### config.mk
export PLATFORM = sky130hd
export DESIGN_NAME = i2c_master_offset_access
export DESIGN_NICKNAME = d
export VERILOG_FILES = /design/src/design/i2cmoa_pkg.sv /design/src/design/i2cmoa_front.sv /design/src/design/i2cmoa_back.sv /design/src/design/i2c_master_offset_access.sv
export VERILOG_INCLUDE_DIRS = /design/src /design/src/design
export SDC_FILE = /design/constraint.sdc
export NUM_CORES = 1
export LEC_CHECK = 0
export ABC_AREA = 1
export BUFFER_PORTS_ARGS = -buffer_cell sky130_fd_sc_hd__buf_2
export CAP_MARGIN = 20
export CORE_MARGIN = 2
export CORE_UTILIZATION = 44
export CTS_CLUSTER_DIAMETER = 30
export DETAILED_ROUTE_END_ITERATION = 8
export PLACE_DENSITY = 0.68
export RECOVER_POWER = 50
export REMOVE_ABC_BUFFERS = 1
export SYNTH_ARGS = -nofsm -noshare
export SYNTH_HDL_FRONTEND = slang
export SYNTH_SLANG_ARGS = --single-unit
### constraint.sdc
create_clock -name clk -period 4.38 [get_ports clk]
set_clock_uncertainty 0.15 [all_clocks]
set_input_delay 0.876 -clock clk [delete_from_list [all_inputs] [get_ports clk]]
set_output_delay 0.876 -clock clk [all_outputs]
set_load 0.02 [all_outputs]
### src/design/assert_macros.svh
// Assertion macros shared by the RTL files of the I2C offset-access master
`ifndef ASSERT_MACROS_SVH
`define ASSERT_MACROS_SVH

// Property must hold at every clock edge outside reset
`define AST_ALWAYS(lbl, clk, rst_n, prop, msg) \
  lbl: assert property (@(posedge clk) disable iff (!rst_n) (prop)) else $error(msg);

// Condition must never be seen at a clock edge outside reset
`define AST_NEVER(lbl, clk, rst_n, prop, msg) \
  lbl: assert property (@(posedge clk) disable iff (!rst_n) !(prop)) else $error(msg);

`endif

### src/design/i2cmoa_pkg.sv
// Types and codes shared by the I2C offset-access master modules
package i2cmoa_pkg;

  // Raw input item codes
  localparam logic [1:0] KIND_TICK     = 2'd0;
  localparam logic [1:0] KIND_BEGIN_WR = 2'd1;
  localparam logic [1:0] KIND_BEGIN_RD = 2'd2;
  localparam logic [1:0] KIND_SUPPLY   = 2'd3;

  // Transaction status codes
  localparam logic [2:0] STAT_OK           = 3'd0;
  localparam logic [2:0] STAT_ADDR_NACK    = 3'd1;
  localparam logic [2:0] STAT_OFFSET_NACK  = 3'd2;
  localparam logic [2:0] STAT_DATA_NACK    = 3'd3;
  localparam logic [2:0] STAT_RESTART_NACK = 3'd4;

  // Bits in one byte slot before the ACK bit
  localparam logic [3:0] ACK_SLOT = 4'd8;

  typedef struct packed {
    logic [1:0]  kind;
    logic [6:0]  slave_addr;
    logic [15:0] offset;
    logic [15:0] byte_count;
    logic [7:0]  write_byte;
    logic        sda_in;
  } in_item_t;

  typedef struct packed {
    logic       scl_low;
    logic       sda_low;
    logic [7:0] read_byte;
    logic       read_valid;
    logic       last_read;
    logic       byte_wanted;
    logic       busy_res;
    logic       done_res;
    logic [2:0] status;
  } out_item_t;

  typedef enum logic [1:0] {
    CMD_TICK,
    CMD_BEGIN_WR,
    CMD_BEGIN_RD,
    CMD_SUPPLY
  } cmd_t;

  // Classified command as it sits in the queue
  typedef struct packed {
    cmd_t        cmd;
    logic [6:0]  slave_addr;
    logic [15:0] offset;
    logic [15:0] byte_count;
    logic [7:0]  write_byte;
    logic        sda_in;
  } q_entry_t;

  typedef enum logic [3:0] {
    ST_IDLE    = 4'd0,
    ST_START   = 4'd1,
    ST_ADDR    = 4'd2,
    ST_OFFH    = 4'd3,
    ST_OFFL    = 4'd4,
    ST_WAIT    = 4'd5,
    ST_WDATA   = 4'd6,
    ST_RESTART = 4'd7,
    ST_RADDR   = 4'd8,
    ST_RDATA   = 4'd9,
    ST_STOP    = 4'd10
  } seq_state_t;

endpackage

### src/design/i2cmoa_front.sv
// Front end: accepts input beats, classifies them and queues them for the sequencer
`include "assert_macros.svh"

module i2cmoa_front
  import i2cmoa_pkg::*;
(
  input  logic     clk,
  input  logic     rst_n,
  input  logic     in_valid,
  output logic     in_ready,
  input  in_item_t in_data,
  output logic     q_valid,
  output q_entry_t q_head,
  input  logic     q_pop
);

  q_entry_t   ent_r [2];
  logic       wr_ptr_r, wr_ptr_nxt;
  logic       rd_ptr_r, rd_ptr_nxt;
  logic [1:0] cnt_r, cnt_nxt;
  logic       push;
  q_entry_t   cls;

  // Classify the incoming beat
  always_comb begin
    cls.slave_addr = in_data.slave_addr;
    cls.offset     = in_data.offset;
    cls.byte_count = in_data.byte_count;
    cls.write_byte = in_data.write_byte;
    cls.sda_in     = in_data.sda_in;
    case (in_data.kind)
      KIND_TICK:     cls.cmd = CMD_TICK;
      KIND_BEGIN_WR: cls.cmd = CMD_BEGIN_WR;
      KIND_BEGIN_RD: cls.cmd = CMD_BEGIN_RD;
      KIND_SUPPLY:   cls.cmd = CMD_SUPPLY;
      default:       cls.cmd = CMD_TICK;
    endcase
  end

  assign in_ready = (cnt_r != 2'd2);
  assign push     = in_valid && in_ready;
  assign q_valid  = (cnt_r != 2'd0);
  assign q_head   = ent_r[rd_ptr_r];

  // Advance pointers and fill count
  always_comb begin
    wr_ptr_nxt = push  ? ~wr_ptr_r : wr_ptr_r;
    rd_ptr_nxt = q_pop ? ~rd_ptr_r : rd_ptr_r;
    cnt_nxt    = cnt_r + {1'b0, push} - {1'b0, q_pop};
  end

  always_ff @(posedge clk) begin
    if (!rst_n) begin
      wr_ptr_r <= 1'b0;
      rd_ptr_r <= 1'b0;
      cnt_r    <= 2'd0;
    end else begin
      wr_ptr_r <= wr_ptr_nxt;
      rd_ptr_r <= rd_ptr_nxt;
      cnt_r    <= cnt_nxt;
    end
  end

  // Store the classified beat
  always_ff @(posedge clk) begin
    if (push) begin
      ent_r[wr_ptr_r] <= cls;
    end
  end

  `AST_NEVER(a_cnt_range, clk, rst_n, cnt_r == 2'd3, "queue count out of range")
  `AST_ALWAYS(a_pop_nonempty, clk, rst_n, q_pop |-> (cnt_r != 2'd0), "pop from empty queue")
  `AST_ALWAYS(a_empty_ptrs, clk, rst_n, (cnt_r == 2'd0) |-> (wr_ptr_r == rd_ptr_r), "empty queue with split pointers")

endmodule

### src/design/i2cmoa_back.sv
// Back end: bus phase sequencer and result register
`include "assert_macros.svh"

module i2cmoa_back
  import i2cmoa_pkg::*;
#(
  parameter int COUNT_WIDTH = 16
) (
  input  logic      clk,
  input  logic      rst_n,
  input  logic      q_valid,
  input  q_entry_t  q_head,
  output logic      q_pop,
  output logic      out_valid,
  input  logic      out_ready,
  output out_item_t out_data
);

  localparam int CW = COUNT_WIDTH;

  seq_state_t    state_r, state_nxt;
  logic [1:0]    phase_r, phase_nxt;
  logic [3:0]    bidx_r, bidx_nxt;
  logic [7:0]    shift_r, shift_nxt;
  logic [CW-1:0] left_r, left_nxt;
  logic [6:0]    dev_r, dev_nxt;
  logic [15:0]   off_r, off_nxt;
  logic          is_rd_r, is_rd_nxt;
  logic [7:0]    pend_r, pend_nxt;
  logic          pend_v_r, pend_v_nxt;
  logic [2:0]    status_r, status_nxt;
  logic          out_valid_r, out_valid_nxt;
  out_item_t     out_data_r, out_data_nxt;

  logic          step;
  logic          rvalid, rlast, done;
  logic [7:0]    rbyte;
  logic [CW-1:0] left_dec;
  logic [CW-1:0] cnt_load;
  logic [CW+15:0] cnt_ext;
  logic [7:0]    rd_shift;
  logic          scl, sdl;

  // Take one beat whenever the result register is free or being drained
  assign step     = q_valid && (!out_valid_r || out_ready);
  assign q_pop    = step;
  assign left_dec = left_r - CW'(1);
  assign cnt_ext  = {{CW{1'b0}}, q_head.byte_count};
  assign cnt_load = cnt_ext[CW-1:0];
  assign rd_shift = {shift_r[6:0], q_head.sda_in};

  // Next state of the sequencer
  always_comb begin
    state_nxt  = state_r;
    phase_nxt  = phase_r;
    bidx_nxt   = bidx_r;
    shift_nxt  = shift_r;
    left_nxt   = left_r;
    dev_nxt    = dev_r;
    off_nxt    = off_r;
    is_rd_nxt  = is_rd_r;
    pend_nxt   = pend_r;
    pend_v_nxt = pend_v_r;
    status_nxt = status_r;
    rvalid     = 1'b0;
    rbyte      = 8'd0;
    rlast      = 1'b0;
    done       = 1'b0;
    if (step) begin
      case (q_head.cmd)
        CMD_BEGIN_WR, CMD_BEGIN_RD: begin
          if (state_r == ST_IDLE) begin
            dev_nxt    = q_head.slave_addr;
            off_nxt    = q_head.offset;
            left_nxt   = cnt_load;
            is_rd_nxt  = (q_head.cmd == CMD_BEGIN_RD);
            pend_v_nxt = 1'b0;
            status_nxt = STAT_OK;
            state_nxt  = ST_START;
            phase_nxt  = 2'd2;
            bidx_nxt   = 4'd0;
            shift_nxt  = 8'd0;
          end
        end
        CMD_SUPPLY: begin
          if (state_r == ST_WAIT) begin
            state_nxt = ST_WDATA;
            shift_nxt = q_head.write_byte;
            bidx_nxt  = 4'd0;
            phase_nxt = 2'd0;
          end else if (state_r != ST_IDLE && !is_rd_r) begin
            pend_nxt   = q_head.write_byte;
            pend_v_nxt = 1'b1;
          end
        end
        CMD_TICK: begin
          case (state_r)
            ST_START, ST_RESTART: begin
              if (phase_r != 2'd3) begin
                phase_nxt = phase_r + 2'd1;
              end else begin
                state_nxt = (state_r == ST_START) ? ST_ADDR : ST_RADDR;
                shift_nxt = {dev_r, (state_r == ST_RESTART)};
                bidx_nxt  = 4'd0;
                phase_nxt = 2'd0;
              end
            end
            ST_ADDR, ST_OFFH, ST_OFFL, ST_WDATA, ST_RADDR: begin
              if (phase_r == 2'd0) begin
                phase_nxt = 2'd1;
              end else if (phase_r == 2'd1) begin
                if (bidx_r == ACK_SLOT) begin
                  shift_nxt = {7'd0, q_head.sda_in};
                end
                phase_nxt = 2'd2;
              end else if (bidx_r < ACK_SLOT) begin
                bidx_nxt  = bidx_r + 4'd1;
                phase_nxt = 2'd0;
              end else if (shift_r[0]) begin
                // Device NACK: record the cause and stop
                case (state_r)
                  ST_ADDR:  status_nxt = STAT_ADDR_NACK;
                  ST_WDATA: status_nxt = STAT_DATA_NACK;
                  ST_RADDR: status_nxt = STAT_RESTART_NACK;
                  default:  status_nxt = STAT_OFFSET_NACK;
                endcase
                state_nxt = ST_STOP;
                phase_nxt = 2'd0;
              end else begin
                case (state_r)
                  ST_ADDR: begin
                    state_nxt = ST_OFFH;
                    shift_nxt = off_r[15:8];
                    bidx_nxt  = 4'd0;
                    phase_nxt = 2'd0;
                  end
                  ST_OFFH: begin
                    state_nxt = ST_OFFL;
                    shift_nxt = off_r[7:0];
                    bidx_nxt  = 4'd0;
                    phase_nxt = 2'd0;
                  end
                  ST_RADDR: begin
                    phase_nxt = 2'd0;
                    if (left_r == '0) begin
                      state_nxt = ST_STOP;
                    end else begin
                      state_nxt = ST_RDATA;
                      shift_nxt = 8'd0;
                      bidx_nxt  = 4'd0;
                    end
                  end
                  default: begin
                    // Offset low or data byte done: restart for a read, else pick the next write step
                    if (state_r == ST_WDATA) begin
                      left_nxt = left_dec;
                    end
                    phase_nxt = 2'd0;
                    if (state_r == ST_OFFL && is_rd_r) begin
                      state_nxt = ST_RESTART;
                    end else if (left_nxt == '0) begin
                      state_nxt = ST_STOP;
                    end else if (pend_v_r) begin
                      pend_v_nxt = 1'b0;
                      state_nxt  = ST_WDATA;
                      shift_nxt  = pend_r;
                      bidx_nxt   = 4'd0;
                    end else begin
                      state_nxt = ST_WAIT;
                    end
                  end
                endcase
              end
            end
            ST_RDATA: begin
              if (phase_r == 2'd0) begin
                phase_nxt = 2'd1;
              end else if (phase_r == 2'd1) begin
                if (bidx_r < ACK_SLOT) begin
                  shift_nxt = rd_shift;
                  if (bidx_r == 4'd7) begin
                    rvalid = 1'b1;
                    rbyte  = rd_shift;
                    rlast  = (left_r == CW'(1));
                  end
                end
                phase_nxt = 2'd2;
              end else if (bidx_r < ACK_SLOT) begin
                bidx_nxt  = bidx_r + 4'd1;
                phase_nxt = 2'd0;
              end else begin
                left_nxt  = left_dec;
                phase_nxt = 2'd0;
                if (left_dec == '0) begin
                  state_nxt = ST_STOP;
                end else begin
                  state_nxt = ST_RDATA;
                  shift_nxt = 8'd0;
                  bidx_nxt  = 4'd0;
                end
              end
            end
            ST_STOP: begin
              if (phase_r != 2'd2 && phase_r != 2'd3) begin
                phase_nxt = phase_r + 2'd1;
              end else begin
                state_nxt = ST_IDLE;
                phase_nxt = 2'd0;
                done      = 1'b1;
              end
            end
            ST_WAIT: begin
              // Hold SCL low until the byte arrives
            end
            default: begin
              state_nxt = ST_IDLE;
              phase_nxt = 2'd0;
            end
          endcase
        end
        default: begin
        end
      endcase
    end
  end

  // Bus drive levels that hold after this beat
  always_comb begin
    scl = 1'b0;
    sdl = 1'b0;
    case (state_nxt)
      ST_START, ST_RESTART: begin
        scl = (phase_nxt == 2'd0) || (phase_nxt == 2'd3);
        sdl = phase_nxt[1];
      end
      ST_ADDR, ST_OFFH, ST_OFFL, ST_WDATA, ST_RADDR: begin
        scl = (phase_nxt != 2'd1);
        if (bidx_nxt < ACK_SLOT) begin
          sdl = ~shift_nxt[3'(3'd7 - bidx_nxt[2:0])];
        end
      end
      ST_RDATA: begin
        scl = (phase_nxt != 2'd1);
        sdl = (bidx_nxt == ACK_SLOT) && (left_nxt > CW'(1));
      end
      ST_WAIT: begin
        scl = 1'b1;
      end
      ST_STOP: begin
        scl = (phase_nxt == 2'd0);
        sdl = !phase_nxt[1];
      end
      default: begin
      end
    endcase
  end

  // Build the result beat
  always_comb begin
    out_data_nxt.scl_low     = scl;
    out_data_nxt.sda_low     = sdl;
    out_data_nxt.read_byte   = rbyte;
    out_data_nxt.read_valid  = rvalid;
    out_data_nxt.last_read   = rlast;
    out_data_nxt.byte_wanted = (state_nxt == ST_WAIT);
    out_data_nxt.busy_res    = (state_nxt != ST_IDLE);
    out_data_nxt.done_res    = done;
    out_data_nxt.status      = status_nxt;
    out_valid_nxt            = step ? 1'b1 : (out_ready ? 1'b0 : out_valid_r);
  end

  always_ff @(posedge clk) begin
    if (!rst_n) begin
      state_r     <= ST_IDLE;
      phase_r     <= 2'd0;
      bidx_r      <= 4'd0;
      left_r      <= '0;
      is_rd_r     <= 1'b0;
      pend_v_r    <= 1'b0;
      status_r    <= STAT_OK;
      out_valid_r <= 1'b0;
    end else begin
      state_r     <= state_nxt;
      phase_r     <= phase_nxt;
      bidx_r      <= bidx_nxt;
      left_r      <= left_nxt;
      is_rd_r     <= is_rd_nxt;
      pend_v_r    <= pend_v_nxt;
      status_r    <= status_nxt;
      out_valid_r <= out_valid_nxt;
    end
  end

  // Payload registers
  always_ff @(posedge clk) begin
    shift_r <= shift_nxt;
    dev_r   <= dev_nxt;
    off_r   <= off_nxt;
    pend_r  <= pend_nxt;
    if (step) begin
      out_data_r <= out_data_nxt;
    end
  end

  assign out_valid = out_valid_r;
  assign out_data  = out_data_r;

  `AST_ALWAYS(a_bidx_range, clk, rst_n, bidx_r <= ACK_SLOT, "bit index past ACK slot")
  `AST_ALWAYS(a_wait_no_pend, clk, rst_n, (state_r == ST_WAIT) |-> !pend_v_r, "waiting with a pending byte")
  `AST_ALWAYS(a_idle_phase, clk, rst_n, (state_r == ST_IDLE) |-> (phase_r == 2'd0), "idle with nonzero phase")

endmodule

### src/design/i2c_master_offset_access.sv
// Top level of the I2C master with 16-bit offset access
//
//   channel  dir  handshake            payload
//   in_      in   in_valid/in_ready    in_item_t  (tick, begin, write byte)
//   out_     out  out_valid/out_ready  out_item_t (bus drive levels, status)
//
// Every input beat yields one result beat; one beat per cycle is sustained
// while out_ready stays high. A beat passes through the two-entry command
// queue and then the sequencer, whose result register feeds the out_ channel.
// The sequencer's single bus phase step per beat sets the rate.
// Reset is synchronous, active low, and returns the bus to idle.
// A stalled out_ channel fills the queue and then drops in_ready.
module i2c_master_offset_access
  import i2cmoa_pkg::*;
#(
  parameter int COUNT_WIDTH = 16
) (
  input  logic      clk,
  input  logic      rst_n,
  input  logic      in_valid,
  output logic      in_ready,
  input  in_item_t  in_data,
  output logic      out_valid,
  input  logic      out_ready,
  output out_item_t out_data
);

  logic     q_valid;
  logic     q_pop;
  q_entry_t q_head;

  i2cmoa_front u_front (
    .clk      (clk),
    .rst_n    (rst_n),
    .in_valid (in_valid),
    .in_ready (in_ready),
    .in_data  (in_data),
    .q_valid  (q_valid),
    .q_head   (q_head),
    .q_pop    (q_pop)
  );

  i2cmoa_back #(
    .COUNT_WIDTH (COUNT_WIDTH)
  ) u_back (
    .clk       (clk),
    .rst_n     (rst_n),
    .q_valid   (q_valid),
    .q_head    (q_head),
    .q_pop     (q_pop),
    .out_valid (out_valid),
    .out_ready (out_ready),
    .out_data  (out_data)
  );

endmodule
==> metrics <==
GRT Util Overall=0.2469; num ports=74; clk_lat worst skew=450 ps; Final #Nets=1486; CP Class=flop to flop; routed len/inst=17.97 um; DRT Pass-1 Iters=6; Max Freq=247.7 MHz; H-tree levels=4; Worst Path Max Fanout=10; vias in the first global route=8923; clock-pin slew of the registers on the worst-case setup and hold paths=80 ps; Max Slew Vio Count=161; share of layout cells above drive strength 1=0.1232; final design utilization=0.5047; DIE AREA=0.02577 mm2; crit path launch type=flop; LEAKAGE=5.242 nW; Synth Cell Area=0.01078 mm2; initial antenna violation count=0; Post-synth ARST share=0; gpl congestion=1.019; register area share after synthesis=0.4985; post-DP HPWL=23110 um; DRC violations left=0; VDD IR-drop max=0.2868 mV; EDFF count, synth=149; fin crit share=0.9216; Fin. Hold Viols=0; ys flop type=edfxtp_1; Tmin final=4037 ps; overall power=8.535 mW; Total Routed Length=31480 um; Hold Path Class=flop to flop; initial core utilization=0.4459; CTS Sinks=194; Antenna Nets Post-Route=0; Clock Tree Buf Depth=2; post-CTS setup repair buffer count=0; # rows=57; CTS Root Cell=clkbuf_16; Critical Path Sink Type=flop; PwrDens=699.4 mW/mm2; fill cell count=2282; violations in the final reports=capacitance limit, slew limit; number of CTS-inserted buffers=17; Ys Warns=0; IO buf count=73; WP data required=4420 ps; CTS tree=built; Congestion Overflow GR=0; Max transition margin=-0.9423; Final Cell Area=0.01220 mm2; # diodes=0; pre-CTS setup slack=241.7 ps; Synth Area per Inst=8.082 um2; #FFs+latches synth=194; area of the core=0.02418 mm2; Critical Path AT=4080 ps; final setup TNS=0 ps; Cells after Synth=1334; First DRT Iteration DRCs=1012; status=finished with violations; Slew @ Worst Pin=2913 ps; vias post-DR=9533; first-pass GRT wire length=49440 um; Setup violations, final=0; Max Cap Violations=4; Die Ht=160.5 um; post-place instance area=0.01163 mm2; RSZ-0062 raised after global routing=no; Setup WS post-layout=343.4 ps; via/cell ratio=5.441; die width=160.5 um; hold path start=u_front.rd_ptr_r; Layout area overhead=13.18%; Yosys cell types=55; largest net degree at the start of global routing=52
[cells in the mapped netlist, types with 5 or more instances]
library cell,count,share of area
nand4_1,14,0.0081
a311oi_1,6,0.0049
o21ai_1,19,0.0088
edfxtp_1,149,0.41
o21ai_0,69,0.032
nand3_1,76,0.035
dfxtp_1,45,0.084
o211ai_1,5,0.0035
a22oi_1,9,0.0063
a32oi_1,5,0.0041
inv_1,117,0.041
mux2i_1,9,0.0084
a31oi_1,9,0.0052
nand2_2,8,0.0046
nand2_1,405,0.14
a211oi_1,11,0.0077
clkbuf_1,38,0.013
nor3_1,12,0.0056
a21oi_1,48,0.022
o221ai_1,6,0.0049
inv_2,13,0.0045
ha_1,17,0.020
clkinv_1,6,0.0021
nor2_1,150,0.052
nor2_2,10,0.0058
o22ai_1,17,0.0099
[where the power goes]
group | switching, mW | internal, mW | total (mW)
registers | 0.273 | 2.51 | 2.78
logic | 2.96 | 1.18 | 4.14
clock network | 0.833 | 0.778 | 1.61
[metrics by stage]
stage | hold WS, ps | cells
global route | 348.0 | 1752
CTS | 310.5 | 1752
global placement | 286.3 | 1720
finish | 312.0 | 1752
floorplan | 275.5 | 1286
detailed placement | 299.7 | 1720
[critical path: stages, from the launching register on]
cell     delay, ps
dfxtp_1        330
inv_1          160
or2_2          310
o21ai_0        140
ha_1           360
inv_1          210
nor2_1         230
nor2_4         260
inv_1          160
nor2_1         240
o22ai_1        110
a21oi_1        220
nand3_1        170
nor4_2         290
buf_4          190
nor2_1          40
nand2_1         60
nor2_1          30
nand3_1         60
nand3_1         70
[kinds of logic (layout without fill, tap and decap cells)]
| kind of cell | count (synthesis) | in the layout | share of synthesized area |
|---|---|---|---|
| AND/OR/NAND/NOR | 696 | 696 | 0.2727 |
| AO/OA/AOI/OAI | 228 | 228 | 0.1293 |
| flip-flops | 194 | 194 | 0.4985 |
| buffers and inverters | 188 | 282 | 0.06975 |
| adder cells (fa/ha/maj) | 17 | 17 | 0.01973 |
| multiplexers | 9 | 9 | 0.008356 |
| XOR/XNOR | 2 | 2 | 0.001625 |
[routing by layer]
layer  global-route usage  part of all wire  vias to the layer above
met5                    0                 0                        -
met4              0.08313             0.020                        0
met3              0.05191             0.081                       54
met2               0.3615              0.43                      419
met1               0.3641              0.47                     4403
li1                     -                 -                     4657
[flip-flops by register name (all words and copies together), names as in the netlist, named ones only]
signal / cells
u_back.phase_r: 2
u_front.rd_ptr_r: 1
u_front.ent_r: 100
u_back.is_rd_r: 1
u_back.shift_r: 8
u_back.state_r: 4
u_back.pend_r: 8
u_back.status_r: 3
u_front.wr_ptr_r: 1
u_back.bidx_r: 4
u_front.cnt_r: 2
u_back.out_data: 18
u_back.pend_v_r: 1
u_back.off_r: 16
u_back.dev_r: 7
u_back.out_valid: 1
u_back.left_r: 16
[cell type report]
| cell class | count | area [um2] | share of cell area |
|---|---|---|---|
| timing repair buffer | 110 | 599.3 | 0.04911 |
| sequential | 194 | 5375 | 0.4405 |
| inverter | 140 | 535.5 | 0.04388 |
| clock buffer | 17 | 425.4 | 0.03486 |
| clock inverter | 15 | 177.7 | 0.01456 |
| tap | 324 | 405.4 | 0.03322 |
| multi-input combinational | 952 | 4684 | 0.3839 |
[final timing paths]
kind / depth (start not counted) / slack [ps] / endpoint
hold / removal: 1 / 310 / u_front.rd_ptr_r
setup / recovery: 19 / 340 / u_back.out_data[16]
setup reg to reg: 19 / 340 / u_back.out_data[16]
hold reg to reg: 1 / 310 / u_front.rd_ptr_r
[placed cells by master (no fill, tap or decap), types with 5 or more instances in the layout]
cell type	instances
nand2_1	405
edfxtp_1	149
nor2_1	147
inv_1	117
nand3_1	76
o21ai_0	69
buf_2	50
a21oi_1	49
dfxtp_1	45
buf_4	33
clkbuf_1	26
o21ai_1	19
o22ai_1	17
ha_1	17
clkbuf_16	17
nand4_1	14
inv_2	13
a211oi_1	11
nor3_1	11
nor2_2	10
a22oi_1	9
a31oi_1	9
mux2i_1	9
nand2_2	8
clkinv_1	6
o221ai_1	6
a311oi_1	6
nor2_4	5
a32oi_1	5
o211ai_1	5
[repair_timing]
action / 4_1_cts / 5_1_grt
gates resized for setup: 0 / 3
endpoints found under the setup margin: 0 / 1
hold buffers: 0 / 0
endpoints found under the hold margin: 0 / 0
(Power assumes the default switching activity.)
